### src/hw/rtl/rfpdp_pkg.sv
// rfpdp_pkg: shared constants, beat types and stage structs of the seven-frame
// path score datapath. No dependencies; every other file of the block imports it.
`default_nettype none

package rfpdp_pkg;

  // Fixed geometry of the frame set
  localparam int FRAME_COUNT    = 7;
  localparam int FRAME_BITS     = 3;
  localparam int CODING_ROWS    = FRAME_COUNT - 1;
  localparam int PHASE_BITS     = 2;

  // Field widths
  localparam int CELL_BITS      = 32;
  localparam int PEN_BITS       = 32;
  localparam int OUT_BITS       = 32;
  localparam int ADD_BITS       = CELL_BITS + 2;   // cell plus twice the penalty
  localparam int SCORE_BITS_DEF = 32;

  // Score memory: two slots per coding row
  localparam int MEM_DEPTH      = 2 * CODING_ROWS;
  localparam int MEM_ADDR_BITS  = $clog2(MEM_DEPTH);

  // Row codes
  localparam logic [FRAME_BITS-1:0] ROW_FIRST     = 3'd0;  // frame +1, opens a column
  localparam logic [FRAME_BITS-1:0] ROW_STRAND    = 3'd3;  // first reverse row, strand offset
  localparam logic [FRAME_BITS-1:0] ROW_NONCODING = 3'd6;
  localparam logic [FRAME_BITS-1:0] ROW_INVALID   = 3'd7;

  localparam logic [PHASE_BITS-1:0] PHASE_FIRST   = 2'd0;
  localparam logic [PHASE_BITS-1:0] PHASE_LAST    = 2'd2;

  typedef struct packed {
    logic                        sequence_start;
    logic [FRAME_BITS-1:0]       frame_index;
    logic signed [CELL_BITS-1:0] cell_score;
  } rfpdp_in_t;

  typedef struct packed {
    logic signed [OUT_BITS-1:0] path_score;
    logic [FRAME_BITS-1:0]      back_frame;
  } rfpdp_out_t;

  // Beat held between issue and select
  typedef struct packed {
    logic [FRAME_BITS-1:0]      row;
    logic                       first_col;
    logic                       three_pred;
    logic                       bad;
    logic                       byp_a;
    logic                       byp_b;
    logic [FRAME_BITS-1:0]      row_a;
    logic [FRAME_BITS-1:0]      row_b;
    logic signed [ADD_BITS-1:0] cell_ext;
    logic signed [ADD_BITS-1:0] add6;
    logic signed [ADD_BITS-1:0] addb;
    logic [MEM_ADDR_BITS-1:0]   waddr;
  } rfpdp_issue_t;

  // Write-back of a finished score
  typedef struct packed {
    logic                     we;
    logic                     row6;
    logic [MEM_ADDR_BITS-1:0] waddr;
  } rfpdp_wb_t;

endpackage

`default_nettype wire

### src/hw/rtl/rfpdp_score_mem.sv
// rfpdp_score_mem: column score memory, two slots per coding row, one write and
// two registered reads per cycle, per-entry valid bits. Uses rfpdp_pkg.
`default_nettype none

module rfpdp_score_mem #(
  parameter int SCORE_BITS = rfpdp_pkg::SCORE_BITS_DEF
) (
  input  logic                                 clk_i,
  input  logic                                 rst_ni,
  input  logic                                 rd_en_i,
  input  logic [rfpdp_pkg::MEM_ADDR_BITS-1:0]  rd_addr_a_i,
  input  logic [rfpdp_pkg::MEM_ADDR_BITS-1:0]  rd_addr_b_i,
  input  logic                                 wr_en_i,
  input  logic [rfpdp_pkg::MEM_ADDR_BITS-1:0]  wr_addr_i,
  input  logic signed [SCORE_BITS-1:0]         wr_data_i,
  output logic signed [SCORE_BITS-1:0]         rd_data_a_o,
  output logic signed [SCORE_BITS-1:0]         rd_data_b_o
);
  import rfpdp_pkg::*;

  logic signed [SCORE_BITS-1:0] mem [MEM_DEPTH];
  logic [MEM_DEPTH-1:0]         vld_q;
  logic signed [SCORE_BITS-1:0] data_a_q, data_b_q;
  logic                         vld_a_q, vld_b_q;

  // Storage write, read-before-write on a shared address
  always_ff @(posedge clk_i) begin
    if (wr_en_i) begin
      mem[wr_addr_i] <= wr_data_i;
    end
    if (rd_en_i) begin
      data_a_q <= mem[rd_addr_a_i];
      data_b_q <= mem[rd_addr_b_i];
    end
  end

  // Valid bits: an entry never written reads as zero
  always_ff @(posedge clk_i or negedge rst_ni) begin
    if (!rst_ni) begin
      vld_q   <= '0;
      vld_a_q <= 1'b0;
      vld_b_q <= 1'b0;
    end else begin
      if (wr_en_i) begin
        vld_q[wr_addr_i] <= 1'b1;
      end
      if (rd_en_i) begin
        vld_a_q <= vld_q[rd_addr_a_i];
        vld_b_q <= vld_q[rd_addr_b_i];
      end
    end
  end

  assign rd_data_a_o = vld_a_q ? data_a_q : '0;
  assign rd_data_b_o = vld_b_q ? data_b_q : '0;

endmodule

`default_nettype wire

### src/hw/rtl/rfpdp_issue.sv
// rfpdp_issue: column tracking, slot pointers, predecessor address generation,
// penalty pre-add, bypass capture and the noncoding row registers. Uses rfpdp_pkg.
`default_nettype none

module rfpdp_issue #(
  parameter int SCORE_BITS = rfpdp_pkg::SCORE_BITS_DEF
) (
  input  logic                                 clk_i,
  input  logic                                 rst_ni,
  input  logic                                 in_valid_i,
  output logic                                 in_stall_o,
  input  rfpdp_pkg::rfpdp_in_t                 in_beat_i,
  input  logic signed [rfpdp_pkg::PEN_BITS-1:0] penalty_i,
  input  logic                                 s1_ready_i,
  input  rfpdp_pkg::rfpdp_wb_t                 wb_i,
  input  logic signed [SCORE_BITS-1:0]         wb_data_i,
  output logic                                 rd_en_o,
  output logic [rfpdp_pkg::MEM_ADDR_BITS-1:0]  rd_addr_a_o,
  output logic [rfpdp_pkg::MEM_ADDR_BITS-1:0]  rd_addr_b_o,
  output logic                                 s1_valid_o,
  output rfpdp_pkg::rfpdp_issue_t              s1_o,
  output logic signed [SCORE_BITS-1:0]         byp_data_o,
  output logic signed [SCORE_BITS-1:0]         prev6_o
);
  import rfpdp_pkg::*;

  logic                         s1_valid_q;
  rfpdp_issue_t                 s1_q, s1_d;
  logic signed [SCORE_BITS-1:0] byp_data_q;
  logic                         first_q;
  logic [PHASE_BITS-1:0]        phase_q;
  logic [CODING_ROWS-1:0]       curslot_q, prevslot_q;
  logic signed [SCORE_BITS-1:0] cur6_q, prev6_q;

  logic                         accept;
  logic [FRAME_BITS-1:0]        row, row_a, row_b, phase_row;
  logic                         bad, coding, open, swap, pos, first_eff, wslot;
  logic [PHASE_BITS-1:0]        phase_eff, mod3;
  logic [CODING_ROWS-1:0]       prevslot_eff;
  logic [MEM_ADDR_BITS-1:0]     addr_a, addr_b, waddr;
  logic signed [ADD_BITS-1:0]   cell_x, pen_x;
  logic                         wb_mem, wb_row6;

  assign in_stall_o = s1_valid_q & ~s1_ready_i;
  assign accept     = in_valid_i & ~in_stall_o;
  assign wb_mem     = wb_i.we & ~wb_i.row6;
  assign wb_row6    = wb_i.we & wb_i.row6;

  // Column opening and phase
  always_comb begin
    row    = in_beat_i.frame_index;
    bad    = (row == ROW_INVALID);
    coding = (row < ROW_NONCODING);
    open   = (row == ROW_FIRST);
    swap   = open & ~in_beat_i.sequence_start;
    if (open) begin
      first_eff = in_beat_i.sequence_start;
      if (in_beat_i.sequence_start || phase_q == PHASE_LAST) begin
        phase_eff = PHASE_FIRST;
      end else begin
        phase_eff = phase_q + 1'b1;
      end
    end else begin
      first_eff = first_q;
      phase_eff = phase_q;
    end
    prevslot_eff = swap ? curslot_q : prevslot_q;
  end

  // Predecessor rows and memory addresses
  always_comb begin
    pos        = (row < ROW_STRAND);
    mod3       = pos ? row[PHASE_BITS-1:0] : PHASE_BITS'(row - ROW_STRAND);
    phase_row  = {1'b0, phase_eff};
    row_a      = coding ? row : phase_row;
    if (coding) begin
      row_b = pos ? row + ROW_STRAND : row - ROW_STRAND;
    end else begin
      row_b = phase_row + ROW_STRAND;
    end
    addr_a = {row_a, prevslot_eff[row_a]};
    addr_b = {row_b, prevslot_eff[row_b]};
    // write goes to the slot that is not the previous-column snapshot
    if (curslot_q[row_a] == prevslot_eff[row_a]) begin
      wslot = ~prevslot_eff[row_a];
    end else begin
      wslot = curslot_q[row_a];
    end
    waddr = {row_a, wslot};
  end

  // Penalty pre-add: own row +0, noncoding +q, other strand +2q
  always_comb begin
    cell_x = ADD_BITS'(in_beat_i.cell_score);
    pen_x  = coding ? ADD_BITS'(penalty_i) : '0;
    s1_d            = '0;
    s1_d.row        = row;
    s1_d.first_col  = first_eff;
    s1_d.three_pred = ~coding | (mod3 == phase_eff);
    s1_d.bad        = bad;
    s1_d.byp_a      = wb_mem & (wb_i.waddr == addr_a);
    s1_d.byp_b      = wb_mem & (wb_i.waddr == addr_b);
    s1_d.row_a      = row_a;
    s1_d.row_b      = row_b;
    s1_d.cell_ext   = cell_x;
    s1_d.add6       = cell_x + pen_x;
    s1_d.addb       = cell_x + (pen_x <<< 1);
    s1_d.waddr      = waddr;
  end

  // Control state
  always_ff @(posedge clk_i or negedge rst_ni) begin
    if (!rst_ni) begin
      s1_valid_q <= 1'b0;
      first_q    <= 1'b1;
      phase_q    <= PHASE_FIRST;
      curslot_q  <= '0;
      prevslot_q <= '0;
      cur6_q     <= '0;
      prev6_q    <= '0;
    end else begin
      if (accept) begin
        s1_valid_q <= 1'b1;
      end else if (s1_ready_i) begin
        s1_valid_q <= 1'b0;
      end
      if (wb_row6) begin
        cur6_q <= wb_data_i;
      end
      if (accept && !bad) begin
        first_q <= first_eff;
        phase_q <= phase_eff;
        if (swap) begin
          prevslot_q <= curslot_q;
          prev6_q    <= wb_row6 ? wb_data_i : cur6_q;
        end
        if (coding) begin
          curslot_q[row_a] <= wslot;
        end
      end
    end
  end

  // Beat payload and bypass data
  always_ff @(posedge clk_i) begin
    if (accept) begin
      s1_q       <= s1_d;
      byp_data_q <= wb_data_i;
    end
  end

  assign rd_en_o     = accept;
  assign rd_addr_a_o = addr_a;
  assign rd_addr_b_o = addr_b;
  assign s1_valid_o  = s1_valid_q;
  assign s1_o        = s1_q;
  assign byp_data_o  = byp_data_q;
  assign prev6_o     = prev6_q;

endmodule

`default_nettype wire

### src/hw/rtl/rfpdp_select.sv
// rfpdp_select: candidate sums, saturation, first-wins maximum and the output
// register; drives write-back of the winning score. Uses rfpdp_pkg.
`default_nettype none

module rfpdp_select #(
  parameter int SCORE_BITS = rfpdp_pkg::SCORE_BITS_DEF
) (
  input  logic                          clk_i,
  input  logic                          rst_ni,
  input  logic                          s1_valid_i,
  input  rfpdp_pkg::rfpdp_issue_t       s1_i,
  input  logic signed [SCORE_BITS-1:0]  rd_data_a_i,
  input  logic signed [SCORE_BITS-1:0]  rd_data_b_i,
  input  logic signed [SCORE_BITS-1:0]  byp_data_i,
  input  logic signed [SCORE_BITS-1:0]  prev6_i,
  output logic                          s1_ready_o,
  output rfpdp_pkg::rfpdp_wb_t          wb_o,
  output logic signed [SCORE_BITS-1:0]  wb_data_o,
  output logic                          out_valid_o,
  input  logic                          out_stall_i,
  output rfpdp_pkg::rfpdp_out_t         out_beat_o
);
  import rfpdp_pkg::*;

  localparam int SUM_W = ((SCORE_BITS > ADD_BITS) ? SCORE_BITS : ADD_BITS) + 1;
  localparam int SAT_W = (SCORE_BITS > OUT_BITS) ? SCORE_BITS : OUT_BITS;

  // Saturate an exact sum to the score range
  function automatic logic signed [SCORE_BITS-1:0] clamp_score(
    input logic signed [SUM_W-1:0] v
  );
    logic [SUM_W-SCORE_BITS:0] upper;
    upper = v[SUM_W-1:SCORE_BITS-1];
    if (&upper || ~|upper) begin
      return v[SCORE_BITS-1:0];
    end else if (v[SUM_W-1]) begin
      return {1'b1, {(SCORE_BITS-1){1'b0}}};
    end else begin
      return {1'b0, {(SCORE_BITS-1){1'b1}}};
    end
  endfunction

  logic                         out_valid_q, fire;
  rfpdp_out_t                   out_beat_q, out_beat_d;
  logic signed [SCORE_BITS-1:0] pa, pb, cand_a, cand_6, cand_b, best;
  logic signed [ADD_BITS-1:0]   cell_v, add6, addb;
  logic [FRAME_BITS-1:0]        back;
  logic signed [SAT_W-1:0]      best_x;
  logic [SAT_W-OUT_BITS:0]      best_up;
  logic signed [OUT_BITS-1:0]   path;

  assign s1_ready_o = ~out_valid_q | ~out_stall_i;
  assign fire       = s1_valid_i & s1_ready_o;

  // Candidates from the three predecessor rows
  always_comb begin
    cell_v = s1_i.cell_ext;
    add6   = s1_i.add6;
    addb   = s1_i.addb;
    pa     = s1_i.byp_a ? byp_data_i : rd_data_a_i;
    pb     = s1_i.byp_b ? byp_data_i : rd_data_b_i;
    cand_a = clamp_score(SUM_W'(pa) + SUM_W'(cell_v));
    cand_6 = clamp_score(SUM_W'(prev6_i) + SUM_W'(add6));
    cand_b = clamp_score(SUM_W'(pb) + SUM_W'(addb));
  end

  // First candidate wins ties
  always_comb begin
    if (s1_i.first_col) begin
      best = clamp_score(SUM_W'(cell_v));
      back = s1_i.row;
    end else begin
      best = cand_a;
      back = s1_i.row_a;
      if (s1_i.three_pred) begin
        if (cand_6 > best) begin
          best = cand_6;
          back = ROW_NONCODING;
        end
        if (cand_b > best) begin
          best = cand_b;
          back = s1_i.row_b;
        end
      end
    end
  end

  // Output saturation to the port width
  always_comb begin
    best_x  = SAT_W'(best);
    best_up = best_x[SAT_W-1:OUT_BITS-1];
    if (&best_up || ~|best_up) begin
      path = best_x[OUT_BITS-1:0];
    end else if (best_x[SAT_W-1]) begin
      path = {1'b1, {(OUT_BITS-1){1'b0}}};
    end else begin
      path = {1'b0, {(OUT_BITS-1){1'b1}}};
    end
    if (s1_i.bad) begin
      out_beat_d = '0;
    end else begin
      out_beat_d.path_score = path;
      out_beat_d.back_frame = back;
    end
  end

  // Write-back of the finished score
  always_comb begin
    wb_o.we    = fire & ~s1_i.bad;
    wb_o.row6  = (s1_i.row == ROW_NONCODING);
    wb_o.waddr = s1_i.waddr;
    wb_data_o  = best;
  end

  // Output register
  always_ff @(posedge clk_i or negedge rst_ni) begin
    if (!rst_ni) begin
      out_valid_q <= 1'b0;
    end else if (s1_ready_o) begin
      out_valid_q <= s1_valid_i;
    end
  end

  always_ff @(posedge clk_i) begin
    if (fire) begin
      out_beat_q <= out_beat_d;
    end
  end

  assign out_valid_o = out_valid_q;
  assign out_beat_o  = out_beat_q;

endmodule

`default_nettype wire

### src/hw/rtl/reading_frame_path_dp_core.sv
// reading_frame_path_dp_core: top level of the seven-frame max-sum path scorer.
// Instantiates rfpdp_issue, rfpdp_score_mem and rfpdp_select; uses rfpdp_pkg.
//
// Usage:
//   Input channel (in_valid_i / in_stall_o / in_beat_i) carries one score cell
//   per beat, frames in ascending order within a column; frame 0 with
//   sequence_start set opens the first column of a new sequence.
//   Output channel (out_valid_o / out_stall_i / out_beat_o) returns one beat per
//   input beat: the best path score into that cell and its predecessor frame.
//   cfg_we_i / cfg_wdata_i write the frame change penalty; write it only while
//   no beat is in flight.
// Pipeline: an accepted beat passes the read stage, then the output register,
//   before out_valid_o rises.
// Throughput: 1 beat per cycle unless the output stalls. The previous column
//   lives in a 12-entry score memory with a registered read; each write-back is
//   forwarded to the next beat's read, so back-to-back cells never wait.
// Reset: the penalty is cleared, all stored scores read as zero, the column
//   phase is zero and cells before the first frame 0 count as a first column.
//   No clearing pass is needed.
// Stall: while out_stall_i holds a waiting beat, one more beat is taken into
//   the read stage, then in_stall_o rises until the output drains.
`default_nettype none

module reading_frame_path_dp_core #(
  parameter int SCORE_BITS = rfpdp_pkg::SCORE_BITS_DEF
) (
  input  logic                                  clk_i,
  input  logic                                  rst_ni,
  input  logic                                  cfg_we_i,
  input  logic signed [rfpdp_pkg::PEN_BITS-1:0] cfg_wdata_i,
  input  logic                                  in_valid_i,
  output logic                                  in_stall_o,
  input  rfpdp_pkg::rfpdp_in_t                  in_beat_i,
  output logic                                  out_valid_o,
  input  logic                                  out_stall_i,
  output rfpdp_pkg::rfpdp_out_t                 out_beat_o
);
  import rfpdp_pkg::*;

  logic signed [PEN_BITS-1:0]   penalty_q;
  logic                         s1_valid, s1_ready, s1_fire, rd_en;
  rfpdp_issue_t                 s1;
  rfpdp_wb_t                    wb;
  logic signed [SCORE_BITS-1:0] wb_data, byp_data, prev6, rd_data_a, rd_data_b;
  logic [MEM_ADDR_BITS-1:0]     rd_addr_a, rd_addr_b;

  // Penalty register
  always_ff @(posedge clk_i or negedge rst_ni) begin
    if (!rst_ni) begin
      penalty_q <= '0;
    end else if (cfg_we_i) begin
      penalty_q <= cfg_wdata_i;
    end
  end

  rfpdp_issue #(.SCORE_BITS(SCORE_BITS)) u_issue (
    .clk_i       (clk_i),
    .rst_ni      (rst_ni),
    .in_valid_i  (in_valid_i),
    .in_stall_o  (in_stall_o),
    .in_beat_i   (in_beat_i),
    .penalty_i   (penalty_q),
    .s1_ready_i  (s1_ready),
    .wb_i        (wb),
    .wb_data_i   (wb_data),
    .rd_en_o     (rd_en),
    .rd_addr_a_o (rd_addr_a),
    .rd_addr_b_o (rd_addr_b),
    .s1_valid_o  (s1_valid),
    .s1_o        (s1),
    .byp_data_o  (byp_data),
    .prev6_o     (prev6)
  );

  rfpdp_score_mem #(.SCORE_BITS(SCORE_BITS)) u_mem (
    .clk_i       (clk_i),
    .rst_ni      (rst_ni),
    .rd_en_i     (rd_en),
    .rd_addr_a_i (rd_addr_a),
    .rd_addr_b_i (rd_addr_b),
    .wr_en_i     (wb.we & ~wb.row6),
    .wr_addr_i   (wb.waddr),
    .wr_data_i   (wb_data),
    .rd_data_a_o (rd_data_a),
    .rd_data_b_o (rd_data_b)
  );

  rfpdp_select #(.SCORE_BITS(SCORE_BITS)) u_select (
    .clk_i       (clk_i),
    .rst_ni      (rst_ni),
    .s1_valid_i  (s1_valid),
    .s1_i        (s1),
    .rd_data_a_i (rd_data_a),
    .rd_data_b_i (rd_data_b),
    .byp_data_i  (byp_data),
    .prev6_i     (prev6),
    .s1_ready_o  (s1_ready),
    .wb_o        (wb),
    .wb_data_o   (wb_data),
    .out_valid_o (out_valid_o),
    .out_stall_i (out_stall_i),
    .out_beat_o  (out_beat_o)
  );

  assign s1_fire = s1_valid & s1_ready;

  // Input backpressure only comes from a full, stalled output
  a_stall_source: assert property (@(posedge clk_i) disable iff (!rst_ni)
    in_stall_o |-> (out_valid_o && out_stall_i))
    else $error("input stalled without a stalled output beat");

  // A beat leaving the read stage shows up on the output next cycle
  a_fire_out: assert property (@(posedge clk_i) disable iff (!rst_ni)
    s1_fire |=> out_valid_o)
    else $error("read stage fired but no output beat followed");

  // The predecessor frame is always a real frame
  a_back_range: assert property (@(posedge clk_i) disable iff (!rst_ni)
    out_valid_o |-> (out_beat_o.back_frame != ROW_INVALID))
    else $error("back_frame out of range");

  // Invalid beats never write back
  a_no_bad_write: assert property (@(posedge clk_i) disable iff (!rst_ni)
    (s1_fire && s1.bad) |-> !wb.we)
    else $error("invalid frame beat wrote a score");

endmodule

`default_nettype wire

### config.mk
export PLATFORM = sky130hd
export DESIGN_NAME = reading_frame_path_dp_core
export DESIGN_NICKNAME = d
export VERILOG_FILES = /design/src/hw/rtl/rfpdp_pkg.sv /design/src/hw/rtl/rfpdp_score_mem.sv /design/src/hw/rtl/rfpdp_issue.sv /design/src/hw/rtl/rfpdp_select.sv /design/src/hw/rtl/reading_frame_path_dp_core.sv
export SDC_FILE = /design/constraint.sdc
export NUM_CORES = 2
export LEC_CHECK = 0
export BUFFER_PORTS_ARGS = -buffer_cell sky130_fd_sc_hd__buf_2
export CAP_MARGIN = 30
export CORE_MARGIN = 4
export CORE_UTILIZATION = 65
export CTS_CLUSTER_SIZE = 24
export DETAILED_ROUTE_END_ITERATION = 6
export PLACE_DENSITY_LB_ADDON = 0.25
export SLEW_MARGIN = 0
export SYNTH_ARGS = -nofsm -noshare
export SYNTH_HDL_FRONTEND = slang
export SYNTH_HIERARCHICAL = 1
export SYNTH_SLANG_ARGS = --single-unit
### constraint.sdc
create_clock -name clk_i -period 22.9 [get_ports clk_i]
set_input_delay 1.145 -clock clk_i [delete_from_list [all_inputs] [get_ports clk_i]]
set_output_delay 1.145 -clock clk_i [all_outputs]
set_load 0.03 [all_outputs]
=== Word level (Yosys, flattened, before mapping) ===
Memory sizes are Yosys's and may differ from the RTL's. A register that Yosys moved wholly into a read port is not among the register bits.
Cells that the tools add are included.

* Register bits after elaboration: 312
* Memory bits (writable): 384
* Input bits: 73
* Word-level logic and storage cells: 153
* Memories: 1

{| class="wikitable"
|+ Memory list
! name !! words !! width !! rd ports !! clocked after Yosys merged registers in !! write ports !! line !! RTL
|-
| u_mem.mem || 12 || 32 || 2 || 2 || 1 || rfpdp_score_mem.sv:21 || <nowiki>logic signed [SCORE_BITS-1:0] mem [MEM_DEPTH];</nowiki>
|}

* Add/sub/neg operators: 9
* Magnitude comparators: 11
* Equal/unequal tests: 7
* Multiplexer cells: 52
* Bitwise logic cells: 21
* Reduce and logical (&&, ||, !) cells: 25

{| class="wikitable"
|+ Operators by type and width
! operator !! count
|-
| two-way mux 32 bit || 19
|-
| adder 32 x 34 -> 35 bit || 2
|-
| adder 32 x 34 -> 34 bit || 2
|-
| > comparator 32 bit || 2
|-
| two-way mux 34 bit || 1
|-
| adder 32 x 32 -> 33 bit || 1
|-
| two-way mux 3 bit || 7
|-
| < comparator 4 x 5 -> 1 bit, second input constant || 3
|-
| two-way mux 1 bit || 13
|-
| OR 12 bit || 1
|-
| AND reduction 4 bit || 3
|-
| OR reduction 4 bit || 3
|-
| AND 1 bit || 9
|-
| binary-select mux 1 bit (select 3 bit) || 3
|-
| NOT 1 bit || 9
|-
| binary-select mux 1 bit (select 4 bit) || 2
|-
| equality test 4 bit || 2
|-
| < comparator 3 x 4 -> 1 bit, second input constant || 2
|-
| bitwise mux 6 bit || 1
|-
| equality test 3 bit, second input constant || 2
|-
| two-way mux 2 bit || 3
|-
| two-way mux 6 bit || 1
|-
| zero test 1 bit || 5
|-
| logical OR 1 bit || 5
|-
| other kinds (20) || 24
|}

=== Logic depth before layout (Yosys ltp) ===
* Depth in word-level cells: 16
* Depth in mapped cells: 53
* Depth with buffers taken out: 47

=== By module ===
The synthesis kept the hierarchy.

{| class="wikitable"
|+ By module, submodules not included
! module !! times used !! cells an instance !! area an instance (µm²)
|-
| rfpdp_score_mem || 1 || 1040 || 20485.9
|-
| rfpdp_select || 1 || 1700 || 12040.3
|-
| rfpdp_issue || 1 || 931 || 11755.0
|-
| reading_frame_path_dp_core || 1 || 69 || 1351.3
|}

=== Worst setup path before layout ===
OpenSTA, ideal clock, no wires.

* Path type: reg2reg
* Start: register u_issue.s1_q, in the netlist u_issue/s1_o[113]
* End: register u_issue.prev6_q[14] (netlist: u_issue/prev6_o[14])
* Arrival time: 10538 ps
* Required time: 22835 ps
* Path slack: 12297 ps
* Stages on the path, launching flop included: 50
* Clock period less this slack: 10603 ps
* Cells stage by stage: edfxtp_1 clkbuf_1 buf_1 mux2_2 ha_1 a21o_1 a221o_1 a21o_1 and3_1 o311ai_1 a21boi_1 o21ai_1 inv_1 o21ai_0 clkbuf_1 clkbuf_1 a21oi_1 ha_1 [... 14 more ...] o21ai_0 ha_1 a21o_1 a21o_1 a211oi_1 o21bai_1 a21o_1 a221oi_1 o21ai_0 mux2_2 a21oi_1 clkbuf_1 o21ai_0 a21oi_1 o31ai_1 o21ai_0 mux2_2 mux2_2

* Cells in the longest elaborated chain, start to end: 15
* Elaborated cells on any way between the ends: 17

{| class="wikitable"
|+ RTL lines
! item !! line !! RTL
|-
| from (decl) || rfpdp_issue.sv:28 || <nowiki>rfpdp_issue_t s1_q, s1_d;</nowiki>
|-
| from (signal assigned) || rfpdp_issue.sv:147 || <nowiki>s1_q <= s1_d;</nowiki>
|-
| two-way mux 32 bit * || rfpdp_select.sv:60 || <nowiki>pa = s1_i.byp_a ? byp_data_i : rd_data_a_i;</nowiki>
|-
| adder 32 x 32 -> 33 bit * || rfpdp_select.sv:62 || <nowiki>cand_a = clamp_score(SUM_W'(pa) + SUM_W'(cell_v));</nowiki>
|-
| OR reduction 4 bit || rfpdp_select.sv:34 || <nowiki>if (&upper || ~|upper) begin</nowiki>
|-
| zero test 1 bit || rfpdp_select.sv:34 ||
|-
| logical OR 1 bit || rfpdp_select.sv:34 ||
|-
| two-way mux 32 bit * || rfpdp_select.sv:34 ||
|-
| > comparator 32 bit || rfpdp_select.sv:76 || <nowiki>if (cand_6 > best) begin</nowiki>
|-
| two-way mux 32 bit || rfpdp_select.sv:76 ||
|-
| two-way mux 32 bit || rfpdp_select.sv:75 || <nowiki>if (s1_i.three_pred) begin</nowiki>
|-
| two-way mux 32 bit || rfpdp_select.sv:69 || <nowiki>if (s1_i.first_col) begin</nowiki>
|-
| > comparator 32 bit || rfpdp_select.sv:80 || <nowiki>if (cand_b > best) begin</nowiki>
|-
| two-way mux 32 bit || rfpdp_select.sv:80 ||
|-
| two-way mux 32 bit * || rfpdp_select.sv:75 ||
|-
| two-way mux 32 bit * || rfpdp_select.sv:69 ||
|-
| net wb_data[14] || reading_frame_path_dp_core.sv:44 || <nowiki>logic signed [SCORE_BITS-1:0] wb_data, byp_data, prev6, rd_data_a, rd_data_b;</nowiki>
|-
| two-way mux 32 bit * || rfpdp_issue.sv:135 || <nowiki>prev6_q <= wb_row6 ? wb_data_i : cur6_q;</nowiki>
|-
| to (signal assigned) || rfpdp_issue.sv:135 ||
|-
| to (decl) || rfpdp_issue.sv:33 || <nowiki>logic signed [SCORE_BITS-1:0] cur6_q, prev6_q;</nowiki>
|}

The timed path passes the listed nets; every way through them passes the cells marked *. The select of a mux whose other input is x is not followed.
A chain may end at the register's enable or synchronous reset.

=== Final worst setup path ===
* Start: register u_issue.s1_q, in the netlist u_issue/s1_o[113]
* End: register u_issue.prev6_q[9] (netlist: u_issue/prev6_o[9])

Same word-level chain as after synthesis.

==> flow_summary_export.csv <==
group,metric,value,unit
synthesis,ys_seq_area_frac,0.4836,
placement,port_buffers,109,
synthesis,synth.most_common_cell,"edfxtp_1",
synthesis,syn-instance-count,3740,
final_layout,drive_gt1_frac,0.1953,
job,max_cap_viol_count,0,
final_layout,fin_cells,4792,
drt,drtAntennaViolNets,0,
final_layout,area_growth,8.991,%
sta,min_period,12630,ps
drt,vias,34380,
run_status,outcome,"finished with violations",
clock_tree,cts_resized,0,
drt,routed_via_density,7.174,
synthesis,ys_top_cells_by_area,"edfxtp_1, mux4_2, dfrtp_1",
global_route,grt_pass1_wl,213100,um
clock_tree,cts_root_buf,"clkbuf_16",
synthesis,avgSynthCellArea,12.20,um2
placement,gp_congestion,1.051,
synthesis,syn-cell-area,45630,um2
final_layout,finish.utilization,0.7201,
sta,rsz0062_at_grt,"false",
worst_setup_path,critPathLaunchType,"flop",
sta,setup_slack,10270,ps
worst_setup_path,cp-end-kind,"flop",
clock_tree,cts_buffer_depth,3,
sta,setup_tns,0,ps
sta,setup_viol,0,
global_route,first_global_vias,33260,
worst_setup_path,cpMostUsedCell,"a21o_1",
sta,slew_viol_final,0,
synthesis,synth_top_area_frac,0.4139,
synthesis,ys_async_sr_fraction,0.1680,
placement,dpl.hpwl,102100,um
worst_setup_path,cp.required,23410,ps
sta,tightest_slew,1107,ps
die,core.rowCount,96,
placement,pre_cts_ws,10670,ps
min_path,min_path_type,"flop to flop",
clock_tree,cts_tree,"done",
synthesis,ys_ff_latch,756,
worst_setup_path,crit_fanout,32,
worst_setup_path,path_class,"flop to flop",
clock_tree,cts_buffers,79,
worst_setup_path,slowest_stage,"nand3_1",
sta,max-slew-margin-rel,0.2591,
worst_setup_path,critPathArrivalTime,13140,ps
drt,drt_iter0_drc,4780,
clock_tree,cts_setup_buffers,0,
clock_tree,htree_levels,3,
die,coreArea,69070,um2
die,die_h,273.0,um
worst_setup_path,slowest_delay,750,ps
run_status,violations,"design-rule violations",
clock_tree,clk_pin_slew,60,ps
synthesis,yosys_most_used_dff,"edfxtp_1",
clock_tree,clock_latency,660,ps
global_route,antenna_found_initial,5,
final_layout,layout.nets,4095,
drt,routedWlPerCell,30.47,um
global_route,grt.overflow.total,0,
synthesis,synth_edf_count,629,
sta,hold_violations,0,
synthesis,synth_commonest_cells,"edfxtp_1, nand2_1, a21oi_1",
drt,drt_pre_antenna_iters,7,
placement,dp.cells,4637,
synthesis,synth_fp_nets,4045,
die,die_width,273.0,um
drt,drc,9,
clock_tree,cts_hold_buf,0,
sta,period_share,0.5514,
synthesis,synth_warnings,6,
die,io_pins,110,
sta,finalClockSkew,41.91,ps
drt,drt_wl_total,146000,um
synthesis,yosysTopAreaCell,"edfxtp_1",
global_route,grt_max_degree,81,
clock_tree,clock_sinks,756,
sta,fmax,79.20,MHz
die,start_util,0.6607,
die,fp.dieArea,74510,um2
global_route,grtUsageTotal,0.3868,
synthesis,ys_types,109,
[area by class of cell]
type                       count  area, um2
multi-input combinational   2672      22230
sequential                   756      22070
fill                        4563      19330
clock buffer                 108       2187
timing repair buffer         187       1186
tap                          931       1165
clock inverter                39      528.0
inverter                      94      362.8
antenna                        5      12.51
[path summary, 6_finish.rpt]
path | start | cells past startpoint | slack, ps | end
worst max-delay path | u_issue/s1_o[113]$_DFFE_PP_ | 46 | 10270 | u_issue/prev6_o[9]$_DFFE_PN0P_
worst min-delay path | u_issue/cur6_q[4]$_DFF_PN0_ | 1 | 490 | u_issue/cur6_q[4]$_DFF_PN0_
worst max register to register | u_issue/s1_o[113]$_DFFE_PP_ | 46 | 10270 | u_issue/prev6_o[9]$_DFFE_PN0P_
worst min register to register | u_issue/cur6_q[4]$_DFF_PN0_ | 1 | 490 | u_issue/cur6_q[4]$_DFF_PN0_
max in group asynchronous | rst_ni | 2 | 20960 | u_issue/cur6_q[15]$_DFF_PN0_
min in group asynchronous | rst_ni | 1 | 530 | penalty_q[2]$_DFFE_PN0P_
[critical path, delay by kind of cell, from the launching register on]
family / cells / cell delay [ps]
simple gates: 6 / 2190
fa+ha+maj: 4 / 1340
buf+inv: 5 / 1370
flops: 1 / 320
mux: 4 / 1440
compound gates: 27 / 5830
[cell families (layout without fill, tap and decap cells)]
family	count (synthesis)	in the layout	synth area share
adders and majority gates	237	237	0.06531
xor gates and xnor gates	158	158	0.03033
muxes	385	385	0.1485
AOI/OAI and AO/OA	967	967	0.1410
other	0	5	0
and+or+nand+nor	925	925	0.09827
buffers and inverters	312	428	0.03307
DFF	756	756	0.4836
[routing by layer]
metal,wire length [um],vias to the layer above,GRT usage
met2,65800,2587,0.6005
li1,-,14570,-
met1,53480,16740,0.5188
met4,7162,6,0.1620
met3,19530,481,0.1093
met5,31,-,0
[metrics by stage]
step                hold WS, ps  area [um2]
finish                    491.7       49740
global route              499.3       49720
CTS                       470.7       49670
detailed placement        459.9       46960
global placement          445.0       46910
floorplan                 436.8       45630
[sequential cells by signal, indices dropped and copies added (netlist names), 2 cells and up]
| signal | count |
|---|---|
| u_issue/prev6_o | 32 |
| u_issue/phase_q | 2 |
| u_mem/mem | 384 |
| u_mem/data_a_q | 32 |
| u_issue/curslot_q | 6 |
| u_issue/cur6_q | 32 |
| u_issue/s1_o | 114 |
| penalty_q | 32 |
| u_select/out_beat_o | 35 |
| u_mem/vld_q | 12 |
| u_issue/prevslot_q | 6 |
| u_mem/data_b_q | 32 |
| u_issue/byp_data_o | 32 |
[layout by cell type, fill, tap and decap left out, types with 12 or more instances in the layout]
cell       count
clkbuf_1      20
nor2b_1       21
mux2i_1       12
xor2_1        48
o31ai_1       28
nor2_1       175
a31oi_1       34
o21a_1        14
mux2_4        30
a22oi_1       65
clkbuf_16     80
buf_2        108
and2_1       123
edfxtp_1     629
a21o_1       120
or2_2         24
buf_4         74
xnor2_1      110
mux2_2       143
o21ai_0      221
mux4_2       160
a211oi_1      39
o21bai_1      26
nor3_1        41
nor2_4        13
inv_1         88
nand2_1      315
nand3_1       58
nand2b_1      31
mux4_1        36
a21oi_1      237
dfrtp_1      126
and3_1        27
ha_1         229
o211ai_1      31
nand4_1       43
Power is left out: the tool's default activity adds up to more than one toggle a clock period on the data nets, which glitch-free logic cannot reach.
